### src/rtl/jts_pkg.sv
// Shared types and character constants for the JSON token scanner.
package jts_pkg;

    typedef enum logic [3:0] {
        K_OBJ_BEGIN  = 4'd0,
        K_OBJ_END    = 4'd1,
        K_LIST_BEGIN = 4'd2,
        K_LIST_END   = 4'd3,
        K_INT        = 4'd4,
        K_STR_CHAR   = 4'd5,
        K_STR_END    = 4'd6,
        K_BAD_CHAR   = 4'd7,
        K_OVERFLOW   = 4'd8
    } t_kind;

    // One queue entry: an optional integer flush, then an optional token.
    typedef struct packed {
        logic               flush_valid;
        logic signed [63:0] int_value;
        logic               tok_valid;
        t_kind              tok_kind;
        logic [7:0]         tok_char;
    } t_entry;

    localparam logic [7:0] CH_NEWLINE = 8'h0A;
    localparam logic [7:0] CH_SPACE   = 8'h20;
    localparam logic [7:0] CH_DQUOTE  = 8'h22;
    localparam logic [7:0] CH_SQUOTE  = 8'h27;
    localparam logic [7:0] CH_COMMA   = 8'h2C;
    localparam logic [7:0] CH_MINUS   = 8'h2D;
    localparam logic [7:0] CH_ZERO    = 8'h30;
    localparam logic [7:0] CH_NINE    = 8'h39;
    localparam logic [7:0] CH_COLON   = 8'h3A;
    localparam logic [7:0] CH_LBRACK  = 8'h5B;
    localparam logic [7:0] CH_RBRACK  = 8'h5D;
    localparam logic [7:0] CH_LBRACE  = 8'h7B;
    localparam logic [7:0] CH_RBRACE  = 8'h7D;

    // Largest magnitude that can still take one more digit.
    localparam logic signed [63:0] ACC_HI = 64'sd922337203685477580;
    localparam logic signed [63:0] ACC_LO = -64'sd922337203685477580;

endpackage

### src/rtl/jts_front.sv
// Front end: accepts bytes, tracks lexer state and builds token entries.
module jts_front (
    input  logic                  i_clk,
    input  logic                  i_rst_n,
    input  logic                  i_in_valid,
    input  logic [7:0]            i_char_code,
    input  logic                  i_full,
    output logic                  o_in_ready,
    output logic                  o_push,
    output jts_pkg::t_entry       o_entry
);

    logic               r_str;
    logic               r_int;
    logic               r_neg;
    logic signed [63:0] r_acc;
    logic               r_halted;

    logic               n_str;
    logic               n_int;
    logic               n_neg;
    logic signed [63:0] n_acc;
    logic               n_halted;

    logic               accept;
    logic [3:0]         digit;
    logic [63:0]        prod;
    logic [64:0]        sum;
    logic               ovf;

    assign o_in_ready = !i_full;
    assign accept     = i_in_valid && o_in_ready;
    assign digit      = i_char_code[3:0];
    assign prod       = {r_acc[60:0], 3'b000} + {r_acc[62:0], 1'b0};
    assign sum        = r_neg ? ({prod[63], prod} - {61'd0, digit})
                              : ({prod[63], prod} + {61'd0, digit});
    assign ovf        = (r_acc > jts_pkg::ACC_HI) || (r_acc < jts_pkg::ACC_LO)
                        || (sum[64] != sum[63]);

    always_comb begin
        n_str    = r_str;
        n_int    = r_int;
        n_neg    = r_neg;
        n_acc    = r_acc;
        n_halted = r_halted;
        o_entry  = '{flush_valid: 1'b0, int_value: 64'sd0, tok_valid: 1'b0,
                     tok_kind: jts_pkg::K_OBJ_BEGIN, tok_char: 8'd0};
        if (accept && !r_halted && i_char_code != jts_pkg::CH_NEWLINE) begin
            if (r_str) begin
                o_entry.tok_valid = 1'b1;
                if (i_char_code inside {jts_pkg::CH_DQUOTE, jts_pkg::CH_SQUOTE}) begin
                    n_str            = 1'b0;
                    o_entry.tok_kind = jts_pkg::K_STR_END;
                end else begin
                    o_entry.tok_kind = jts_pkg::K_STR_CHAR;
                    o_entry.tok_char = i_char_code;
                end
            end else if (i_char_code inside {jts_pkg::CH_DQUOTE, jts_pkg::CH_SQUOTE}) begin
                n_str = 1'b1;
            end else if (i_char_code inside {jts_pkg::CH_COLON, jts_pkg::CH_SPACE,
                                             jts_pkg::CH_COMMA, jts_pkg::CH_LBRACE,
                                             jts_pkg::CH_RBRACE, jts_pkg::CH_LBRACK,
                                             jts_pkg::CH_RBRACK}) begin
                if (r_int) begin
                    o_entry.flush_valid = 1'b1;
                    o_entry.int_value   = r_acc;
                    n_int               = 1'b0;
                    n_neg               = 1'b0;
                    n_acc               = 64'sd0;
                end
                o_entry.tok_valid = 1'b1;
                case (i_char_code)
                    jts_pkg::CH_LBRACE: o_entry.tok_kind = jts_pkg::K_OBJ_BEGIN;
                    jts_pkg::CH_RBRACE: o_entry.tok_kind = jts_pkg::K_OBJ_END;
                    jts_pkg::CH_LBRACK: o_entry.tok_kind = jts_pkg::K_LIST_BEGIN;
                    jts_pkg::CH_RBRACK: o_entry.tok_kind = jts_pkg::K_LIST_END;
                    default:            o_entry.tok_valid = 1'b0;
                endcase
            end else if (i_char_code == jts_pkg::CH_MINUS) begin
                n_neg = !r_neg;
            end else if (i_char_code inside {[jts_pkg::CH_ZERO:jts_pkg::CH_NINE]}) begin
                if (ovf) begin
                    n_halted          = 1'b1;
                    o_entry.tok_valid = 1'b1;
                    o_entry.tok_kind  = jts_pkg::K_OVERFLOW;
                end else begin
                    n_acc = sum[63:0];
                    n_int = 1'b1;
                end
            end else begin
                n_halted          = 1'b1;
                o_entry.tok_valid = 1'b1;
                o_entry.tok_kind  = jts_pkg::K_BAD_CHAR;
            end
        end
    end

    assign o_push = o_entry.flush_valid || o_entry.tok_valid;

    always_ff @(posedge i_clk) begin
        if (!i_rst_n) begin
            r_str    <= 1'b0;
            r_int    <= 1'b0;
            r_neg    <= 1'b0;
            r_acc    <= 64'sd0;
            r_halted <= 1'b0;
        end else begin
            r_str    <= n_str;
            r_int    <= n_int;
            r_neg    <= n_neg;
            r_acc    <= n_acc;
            r_halted <= n_halted;
        end
    end

endmodule

### src/rtl/jts_fifo.sv
// Short entry queue between the front and back ends.
module jts_fifo #(
    parameter int DEPTH = 4
) (
    input  logic            i_clk,
    input  logic            i_rst_n,
    input  logic            i_push,
    input  jts_pkg::t_entry i_entry,
    input  logic            i_pop,
    output logic            o_full,
    output logic            o_empty,
    output jts_pkg::t_entry o_head
);

    localparam int PW = (DEPTH > 1) ? $clog2(DEPTH) : 1;
    localparam int CW = $clog2(DEPTH + 1);
    localparam logic [PW-1:0] LAST_PTR = PW'(DEPTH - 1);
    localparam logic [CW-1:0] FULL_CNT = CW'(DEPTH);

    jts_pkg::t_entry r_mem [DEPTH];
    logic [PW-1:0]   r_wr_ptr;
    logic [PW-1:0]   r_rd_ptr;
    logic [CW-1:0]   r_count;

    logic do_push;
    logic do_pop;

    assign o_full  = (r_count == FULL_CNT);
    assign o_empty = (r_count == '0);
    assign o_head  = r_mem[r_rd_ptr];
    assign do_push = i_push && !o_full;
    assign do_pop  = i_pop && !o_empty;

    always_ff @(posedge i_clk) begin
        if (do_push) begin
            r_mem[r_wr_ptr] <= i_entry;
        end
    end

    always_ff @(posedge i_clk) begin
        if (!i_rst_n) begin
            r_wr_ptr <= '0;
            r_rd_ptr <= '0;
            r_count  <= '0;
        end else begin
            if (do_push) begin
                r_wr_ptr <= (r_wr_ptr == LAST_PTR) ? '0 : r_wr_ptr + 1'b1;
            end
            if (do_pop) begin
                r_rd_ptr <= (r_rd_ptr == LAST_PTR) ? '0 : r_rd_ptr + 1'b1;
            end
            case ({do_push, do_pop})
                2'b10:   r_count <= r_count + 1'b1;
                2'b01:   r_count <= r_count - 1'b1;
                default: r_count <= r_count;
            endcase
        end
    end

endmodule

### src/rtl/jts_back.sv
// Back end: splits queue entries into token beats on the output register.
module jts_back (
    input  logic               i_clk,
    input  logic               i_rst_n,
    input  logic               i_empty,
    input  jts_pkg::t_entry    i_head,
    input  logic               i_out_ready,
    output logic               o_pop,
    output logic               o_out_valid,
    output logic [3:0]         o_kind,
    output logic signed [63:0] o_int_value,
    output logic [7:0]         o_str_char,
    output logic               o_last
);

    logic               r_valid;
    logic               r_phase;
    jts_pkg::t_kind     r_kind;
    logic signed [63:0] r_int_value;
    logic [7:0]         r_str_char;
    logic               r_last;

    logic load;
    logic take_int;

    assign load     = (!r_valid || i_out_ready) && !i_empty;
    assign take_int = !r_phase && i_head.flush_valid;
    assign o_pop    = load && !(take_int && i_head.tok_valid);

    always_ff @(posedge i_clk) begin
        if (!i_rst_n) begin
            r_valid <= 1'b0;
            r_phase <= 1'b0;
        end else begin
            if (load) begin
                r_valid <= 1'b1;
                r_phase <= take_int && i_head.tok_valid;
            end else if (i_out_ready) begin
                r_valid <= 1'b0;
            end
        end
    end

    always_ff @(posedge i_clk) begin
        if (load) begin
            if (take_int) begin
                r_kind      <= jts_pkg::K_INT;
                r_int_value <= i_head.int_value;
                r_str_char  <= 8'd0;
                r_last      <= !i_head.tok_valid;
            end else begin
                r_kind      <= i_head.tok_kind;
                r_int_value <= 64'sd0;
                r_str_char  <= i_head.tok_char;
                r_last      <= 1'b1;
            end
        end
    end

    assign o_out_valid = r_valid;
    assign o_kind      = r_kind;
    assign o_int_value = r_int_value;
    assign o_str_char  = r_str_char;
    assign o_last      = r_last;

endmodule

### src/rtl/json_token_scanner.sv
// Top level of the JSON token scanner: front end, entry queue, back end.
// Takes one character byte per cycle on the input channel and emits JSON tokens
// (braces, brackets, integers, string characters, string end, errors) on the
// output channel, one token per cycle while the receiver is ready. A byte
// that flushes a pending integer and also yields a bracket or brace token
// gives two tokens, the integer first. The front end does all per-byte work
// combinationally, including the 64-bit digit accumulate-and-overflow check;
// a QUEUE_DEPTH-entry queue decouples it from the output register, so input
// stalls only when the queue is full. After a bad character or an integer
// overflow the block keeps accepting bytes but emits nothing until reset.
module json_token_scanner #(
    parameter int QUEUE_DEPTH = 4
) (
    input  logic               i_clk,
    input  logic               i_rst_n,
    input  logic               i_in_valid,
    output logic               o_in_ready,
    input  logic [7:0]         i_char_code,
    output logic               o_out_valid,
    input  logic               i_out_ready,
    output logic [3:0]         o_kind,
    output logic signed [63:0] o_int_value,
    output logic [7:0]         o_str_char,
    output logic               o_last
);

    jts_pkg::t_entry entry;
    jts_pkg::t_entry head;
    logic            push;
    logic            pop;
    logic            full;
    logic            empty;

    jts_front u_front (
        .i_clk       (i_clk),
        .i_rst_n     (i_rst_n),
        .i_in_valid  (i_in_valid),
        .i_char_code (i_char_code),
        .i_full      (full),
        .o_in_ready  (o_in_ready),
        .o_push      (push),
        .o_entry     (entry)
    );

    jts_fifo #(
        .DEPTH (QUEUE_DEPTH)
    ) u_fifo (
        .i_clk   (i_clk),
        .i_rst_n (i_rst_n),
        .i_push  (push),
        .i_entry (entry),
        .i_pop   (pop),
        .o_full  (full),
        .o_empty (empty),
        .o_head  (head)
    );

    jts_back u_back (
        .i_clk       (i_clk),
        .i_rst_n     (i_rst_n),
        .i_empty     (empty),
        .i_head      (head),
        .i_out_ready (i_out_ready),
        .o_pop       (pop),
        .o_out_valid (o_out_valid),
        .o_kind      (o_kind),
        .o_int_value (o_int_value),
        .o_str_char  (o_str_char),
        .o_last      (o_last)
    );

endmodule

### config.mk
export PLATFORM = sky130hd
export DESIGN_NAME = json_token_scanner
export DESIGN_NICKNAME = d
export VERILOG_FILES = /design/src/rtl/jts_pkg.sv /design/src/rtl/jts_front.sv /design/src/rtl/jts_fifo.sv /design/src/rtl/jts_back.sv /design/src/rtl/json_token_scanner.sv
export SDC_FILE = /design/constraint.sdc
export NUM_CORES = 1
export LEC_CHECK = 0
export BUFFER_PORTS_ARGS = -buffer_cell sky130_fd_sc_hd__buf_2
export CORE_MARGIN = 3
export CORE_UTILIZATION = 28
export DETAILED_ROUTE_END_ITERATION = 6
export GPL_ROUTABILITY_DRIVEN = 1
export PLACE_DENSITY = 0.49
export REMOVE_ABC_BUFFERS = 1
export SYNTH_ARGS = -nofsm -noshare
export SYNTH_HDL_FRONTEND = slang
export SYNTH_SLANG_ARGS = --single-unit
### constraint.sdc
create_clock -name i_clk -period 21.5 [get_ports i_clk]
set_clock_uncertainty 0.1 [all_clocks]
set_input_delay 1.075 -clock i_clk [delete_from_list [all_inputs] [get_ports i_clk]]
set_output_delay 1.075 -clock i_clk [all_outputs]
set_load 0.03 [all_outputs]
==> results.txt <==
Main combinational cell family by area after synthesis = simple AND/OR/NAND/NOR gates
Dpl ws = 13150 ps
Grt total ovfl = 0
Post-Synth Adder-Cell Area = 3.85%
Total iterations of the first detailed-routing run = 5
Mux contribution to synthesized area = 8.41%
Synth Area in XOR/XNOR = 3.42%
Simple-gate share of the synthesized area = 18.0%
I/O pin count = 91
HP Class = flip-flop to flip-flop
CP Capture Type = flip-flop
Gp weighted congestion = 0.972
I/O Buffers = 90
Vias/cell = 5.45
DP HPWL = 60000 um
Crit Path Max Fanout = 50
Drt initial violations = 1654
Routed wire per std cell = 23.0 um
# rows = 110
Area contributors post-synth = edfxtp_1 45%, mux4_2 6.8%, dfxtp_1 6.1%
GRT Resource Usage Total = 16.8%
Sequential-to-total area share from yosys stat = 51.4%
Slew headroom = 18.4%
Die area = 95900 um^2
Via count = 19.5k
Antenna Nets Post-Route = 0
Post-synth EDFFs = 389
CTS tree = done
Initial Util = 28.5%
Vias in the first global route = 19.1k
Ys flop type = edfxtp_1
DRC = 0
Fin worst setup slack = 13110 ps
Hold Vio Cnt, Final = 0
Synth Area in Compound Gates = 12.4%
Fin. max-slew vios = 0
Die width = 310 um
WP data arrival = 8490 ps
RR Startpoint = u_front.r_acc[2]$_SDFFE_PN0P_
Cell Area, Synth = 25800 um^2
Pleak = 10.2 nW
Most frequent cells after synthesis = 389 x edfxtp_1, 203 x nor2_1, 170 x nand2_1
Core area = 90700 um^2
Final Setup Violations = 0
Largest net degree at the start of global routing = 76
Area leader, netlist = edfxtp_1
Fill cells = 9129
Worst Max-Slew Pin Slew = 1190 ps
Clock Path Buffers = 3
Setup Buffers After CTS = 0
Resized cells post-CTS = 0
Nets = 2446
RSZ-0062 raised after global routing = no
Startpoint Class = flip-flop
CTS root buffer = clkbuf_16
Share of cells above drive strength 1 = 13.3%
Yosys warning total = 0
Max cap viols = 0
Share of the synthesized area in the top cell type = 45.2%
Worst Path Required = 21600 ps
Async set or reset register ratio after synthesis = 0%
Clk sinks = 468
HP Start = u_fifo.r_rd_ptr[1]$_SDFFE_PN0P_
Setup_tns = 0 ps
Layout area overhead = 12.9%
Initial antenna violation count = 1
Synthesis-stage register bit count = 468
Most common cell in the synthesized netlist = edfxtp_1
H-Tree Depth = 2
Crit Path Class = flip-flop to flip-flop
Launch point of the worst path = u_front.r_acc[2]$_SDFFE_PN0P_
Hold_buf cts = 0
Die height = 310 um
Average size of a mapped cell = 11.2 um^2
FMAX = 119 MHz
Clock Latency Late Sink = 600 ps
Peak VDD IR = 0.0000513 V
Cell variety after synth = 92
Synth Instances = 2308
Status = complete, no violations
TritonCTS Buffers = 48
Tcrit/Tclk final = 39.0%
Total Wirelength = 82000 um
Worst-path clk slew = 60 ps
PwrDens = 92.9 nW/um^2
Ant diodes = 0
Tmin final = 8390 ps
First-pass GRT wire length = 123000 um
==> per-layer routing <==
layer,track usage (%),share of wire [%],vias up
li1,-,-,8984
met1,23.6,46,9811
met2,27.0,46,583
met3,2.30,5.3,107
met4,4.70,2.5,0
met5,0,0,-
==> layout make-up <==
type | instances | area [um^2] | share of cell area (%)
clock buffer | 65 | 1390 | 4.78
clock inverter | 24 | 295 | 1.01
inverter | 42 | 158 | 0.541
multi-input combinational | 1682 | 11900 | 40.9
sequential | 468 | 13300 | 45.5
tap | 1176 | 1470 | 5.05
timing repair buffer | 115 | 638 | 2.19
==> cells in the final DEF, fill, tap and decap left out, types with 24 or more instances in the layout <==
cell / n
edfxtp_1: 389
mux4_2: 78
a21o_1: 28
nand2_1: 170
ha_1: 73
inv_1: 41
a21oi_1: 134
xnor2_1: 57
nand4_1: 65
buf_4: 25
o21ai_0: 101
xor2_1: 40
nor2_1: 202
mux2i_1: 38
and3_1: 95
dfxtp_1: 77
clkbuf_16: 51
o21ai_1: 24
buf_2: 90
nand3_1: 86
nor3_1: 43
nor4_1: 33
and2_1: 91
==> registers in the layout, indices dropped and copies added, names as in the netlist, named ones only <==
signal	cells
u_back.o_last	1
u_back.o_kind	4
u_back.o_int_value	64
u_fifo.r_mem	312
u_front.r_halted	1
u_back.r_phase	1
u_fifo.r_rd_ptr	2
u_fifo.r_count	3
u_front.r_str	1
u_back.o_out_valid	1
u_front.r_int	1
u_back.o_str_char	8
u_fifo.r_wr_ptr	2
u_front.r_acc	64
u_front.r_neg	1
==> power breakdown <==
part	internal, mW	switching (mW)	total [mW]
Clock	0.520	0.358	0.879
Combinational	0.223	0.395	0.618
Sequential	1.15	0.0628	1.21
Total	1.89	0.816	2.71
==> critical path, cell delays in order (launching register included) <==
cell and delay (ps):
dfxtp_1 490, ha_1 230, inv_1 50, fa_1 430, nand2b_1 210, a21oi_2 450, o21ai_1 230, a2111oi_0 720
buf_4 260, o211ai_1 130, and3_1 270, nor4_1 860, nand4_1 160, or4b_1 580, a22oi_4 160, xor2_2 130
a31o_2 260, a31oi_1 260, nor2_1 240, nor2b_4 900, buf_4 770
==> through the flow <==
stage | power [mW] | instances | hold WS [ps] | area [um^2] | util, %
6_report | 2.71 | 3572 | 381 | 29200 | 32.1
5_1_grt | 2.84 | 3572 | 408 | 29200 | 32.1
4_1_cts | 2.76 | 3572 | 381 | 29200 | 32.1
3_5_place_dp | 1.87 | 3483 | 366 | 27500 | 30.3
3_3_place_gp | 1.86 | 3483 | 351 | 27500 | 30.3
2_1_floorplan | 1.69 | 2192 | 331 | 25300 | -
==> logic make-up after synthesis <==
group           count (synthesis)
xor+xnor                       99
flops                         468
simple gates                  896
compound gates                491
fa+ha+maj                      77
mux                           119
buf+inv                       158
==> final timing paths <==
path / end / slack, ps / depth (start not counted)
max: u_fifo.r_mem[2][28]$_DFFE_PP_ / 13110 / 20
min: flip-flop / 380 / 2
min reg2reg: flip-flop / 380 / 2
max reg2reg: u_fifo.r_mem[2][28]$_DFFE_PP_ / 13110 / 20
(Power assumes the default switching activity.)
